`config.mk`:
```
export PLATFORM = sky130hd
export DESIGN_NAME = ght_ram
export DESIGN_NICKNAME = d
export VERILOG_FILES = /design/src/rtl/ght_ram.sv
export SDC_FILE = /design/constraint.sdc
export NUM_CORES = 2
export LEC_CHECK = 0
export BUFFER_PORTS_ARGS = -buffer_cell sky130_fd_sc_hd__clkbuf_2
export CAP_MARGIN = 20
export CORE_UTILIZATION = 50
export DETAILED_ROUTE_END_ITERATION = 8
export HOLD_SLACK_MARGIN = 0.08
export PLACE_DENSITY = 0.72
export SYNTH_ARGS = -nofsm -noshare
export SYNTH_HDL_FRONTEND = slang
export SYNTH_SLANG_ARGS = --single-unit
```
`constraint.sdc`:
```
create_clock -name clk -period 2.1 [get_ports clk]
set_clock_uncertainty 0.1 [all_clocks]
set_input_delay 0 -clock clk [delete_from_list [all_inputs] [get_ports clk]]
set_output_delay 0 -clock clk [all_outputs]
set_load 0.01 [all_outputs]
```
`src/rtl/ght_ram.sv`:
```
// generic simple dual-port ram with registered read
module ght_ram #(
	parameter int WIDTH = 8,
	parameter int DEPTH = 256
) (
	input  logic                     clk,
	input  logic                     we,
	input  logic [$clog2(DEPTH)-1:0] waddr,
	input  logic [WIDTH-1:0]         wdata,
	input  logic                     re,
	input  logic [$clog2(DEPTH)-1:0] raddr,
	output logic [WIDTH-1:0]         rdata
);

	logic [WIDTH-1:0] mem [DEPTH];

	// write port
	always_ff @(posedge clk) begin
		if (we) begin
			mem[waddr] <= wdata;
		end
	end

	// registered read port
	always_ff @(posedge clk) begin
		if (re) begin
			rdata <= mem[raddr];
		end
	end

endmodule

```
Yosys cells after proc, flatten, opt, wreduce, memory -nomap -nowiden
Memory sizes are Yosys's and may differ from the RTL's. A register that Yosys moved wholly into a read port is not among the register bits.
Cells that the tools add are included.
Storage, ports and cells
  bits in registers: 0
  bits in writable memories: 2048
  input bits: 27
  output and inout port bits: 8
  word-level logic and storage cells: 3
  memories kept: 1
Operators by class
  mux-type cells: 2
Memory list
  mem: words 256, bits a word 8, rd ports 1, clocked after Yosys merged registers in 1, write ports 1, RTL line 15  | logic [WIDTH-1:0] mem [DEPTH];
Operators by type and width (count)
  $mux 1: 2

Logic depth before layout (Yosys ltp)
  depth in word-level cells: 2
  depth in mapped cells: 11
  mapped depth without buffers: 6

Least setup slack after synthesis
OpenSTA, ideal clock, no wires.
  path type: input -> register
  start: in raddr[0]
  end: reg rdata[2], read port of mem, data pin
  data arrival time: 1807 ps
  slack: -76 ps
  stages on the path: 9
  buffers on the path: 4
  path through: buf_6 -> buf_12 -> buf_8 -> buf_2 -> mux4_2 -> a22oi_1 -> a21oi_1 -> nor4_1 -> nor4_2
RTL lines
  from (decl): RTL line 11  | input logic [$clog2(DEPTH)-1:0] raddr,
  to (decl): RTL line 12  | output logic [WIDTH-1:0] rdata

==> results.yml <==
job:
  cap_violations: 0
route:
  via_per_inst: 6.24
  dr_total_vias: 42000
  drc: 0
  drt_iter0_drc: 5523
  totalWireLength_microns: 199000
  wl_per_cell_microns: 29.6
  ant_nets: 0
  drtPass1Iterations: 6
global_routing:
  grtUsageMet3_pct: 5.29
  overflow: 0
  grt.busiest_layer: "met2"
  grtUsageTotal_pct: 24.8
  first_global_vias: 42600
  use_met1_pct: 35.1
  antenna_found_initial: 11
  grt_max_degree: 93
  grt.met2_usage_pct: 38.6
  grt_pass1_wl_microns: 290000
place:
  preCtsSetupSlack_ns: -1.08
  place_inst: 6333
  gp_congestion: 0.939
  place_area_sq_um: 87700
  io_buffers: 34
  place_hpwl_microns: 128000
floorplanning:
  start_util_pct: 50.3
  io_pins: 35
  chipWidth_microns: 401
  core_area_sq_um: 158000
  fp-row-count: 146
  die_area_sq_um: 161000
  die_h_microns: 401
timing:
  fin_crit_sh_pct: 119
  clock.fmax_mhz: 401
  worst_pin_slew_ns: 1.02
  holdWs_ns: 0.147
  post-route-min-period_ns: 2.49
  finalSetupTns_ns: -2.57
  setup_ws_ns: -0.393
  setup_viol_count_final: 8
  slew_viol_final: 0
  rsz0062_at_grt: "true"
  finalHoldViolations: 0
  slew_headroom_pct: 32.2
final_layout:
  final_cell_area_sq_um: 94800
  fillCellCount: 10800
  postLayoutCoreUtil_pct: 59.9
  stdcell_count: 6726
  finalNetCount: 4522
  drive_above_1_share_pct: 33.5
  area_delta_synth_final_pct: 19.0
critical_path:
  critPathLaunchType: "flop"
  path_max_fanout: 1
  crit_end: "rdata[5]$_DFFE_PP_"
  startpoint: "mem[210][5]$_DFFE_PP_"
  endpoint_kind: "flop"
  cp.arrival_ns: 2.97
  reg2reg_slack_ns: -0.39
  cp.required_ns: 2.58
  rr_worst_depth: 7
  r2r_end: "rdata[5]$_DFFE_PP_"
  rr_startpoint: "mem[210][5]$_DFFE_PP_"
  crit_type: "flop to flop"
clocking:
  cts_sinks: 2056
  clk_pin_slew_ns: 0.06
  numCtsBuffers: 199
  clk_latency_ns: 0.85
  cts_buffer_depth: 3
  htreeDepth: 4
  root_buffer: "clkbuf_16"
  cts_tree: "built"
synth:
  synth_area_leaders: "edfxtp_1, mux4_2, mux2i_1, nor2_1, a22oi_1"
  synth_commonest_cells: "edfxtp_1, mux4_2, nor2_1"
  synth.distinct_cells: 54
  yosys_warnings: 0
  syn_nets: 3760
  async_flop_share_pct: 0
  avgSynthCellArea_sq_um: 21.3
  synth_edf_count: 2056
  yosys.area.top_type_share_pct: 77.5
  synth_area_sq_um: 79600
  ys_dominant_reg_cell: "edfxtp_1"
  netlist_instances: 3733
  yosysSeqAreaShare_pct: 77.5
  yosysTopAreaCell: "edfxtp_1"
  ys_ff_latch: 2056
  yosysMostFrequentCell: "edfxtp_1"
status:
  violations: "setup timing"
  status: "finished with violations"
hold_path:
  hold_path_class: "primary input to flop"
power_and_ir_drop:
  leakage_nw: 30.8
  p_total_mw: 85.0
  power_density_nw_per_um2: 896
  ir_drop_mv: 0.898
-- final cells by class --
class | count | area (sq um) | area share, %
clock inverter | 112 | 1160 | 1.22
timing repair buffer | 794 | 7200 | 7.60
multi-input combinational | 1442 | 16900 | 17.8
tap | 2072 | 2590 | 2.73
inverter | 2 | 7.51 | 0.00792
antenna | 4 | 10.0 | 0.0106
sequential | 2056 | 61700 | 65.1
clock buffer | 244 | 5170 | 5.45
-- placed cells by master (no fill, tap or decap), types with 13 or more instances in the layout --
master	instances
clkinv_2	29
nor2b_1	21
o221ai_1	46
dlygate4sd3_1	30
nor3_1	13
a21oi_1	96
mux4_2	454
clkbuf_1	44
mux2i_1	134
clkbuf_16	200
nor4_2	13
buf_4	636
nand2_1	33
clkinv_1	44
nand3_1	34
clkbuf_2	22
buf_12	91
bufinv_16	16
a22oi_1	132
o22ai_1	28
edfxtp_1	2056
nor2_1	273
-- flip-flops by register name, summed over array words and instances, names as in the netlist --
signal,flops
mem,2048
rdata,8
-- what timing repair did --
| item | CTS | global route |
|---|---|---|
| buffers inserted | 0 | 0 |
| endpoints found under the hold margin | 3489 | 124 |
| gates resized for setup | 36 | 41 |
| setup endpoints to repair | 8 | 161 |
| pin swaps | 21 | 19 |
| hold buffers | 32 | 2 |
-- worst min path at each step --
stage | from | depth (start not counted) | to | slack, ns
floorplan | wdata[0] | 0 | mem[0][0]$_DFFE_PP_ | -0.001
global placement | wdata[4] | 1 | mem[84][4]$_DFFE_PP_ | 0.26
detailed placement | wdata[4] | 1 | mem[84][4]$_DFFE_PP_ | 0.26
CTS | wdata[0] | 3 | mem[124][0]$_DFFE_PP_ | 0.13
global route | wdata[5] | 2 | mem[51][5]$_DFFE_PP_ | 0.14
finish | wdata[5] | 2 | mem[48][5]$_DFFE_PP_ | 0.15
-- where the power goes --
part           internal (mW)  leakage, nW  switching (mW)  total (mW)
registers               45.3         18.5          0.0862        45.3
logic                   2.06         9.30            2.88        4.95
clock network           19.5         3.06            15.1        34.7
-- critical path: stages (launching register included) --
cell and delay, ns:
edfxtp_1 0.37, mux4_2 0.47, a22o_1 0.28, a221oi_2 0.22, buf_4 0.18, o32ai_1 0.09, nor3_2 0.47, nor4_2 0.06
-- cells by family after synthesis --
family | count (synthesis) | synth area share (%)
AOI/OAI and AO/OA | 385 | 3.42
buffers and inverters | 235 | 1.83
DFF | 2056 | 77.5
and+or+nand+nor | 466 | 2.63
muxes | 591 | 14.6
-- per-layer routing --
metal / wire length, microns / part of all wire [%]
met1: 75700 / 38
met2: 94800 / 48
met3: 21400 / 11
met4: 7080 / 3.6
met5: 65 / 0.033
Note: power is estimated with default switching activity, not from simulation.
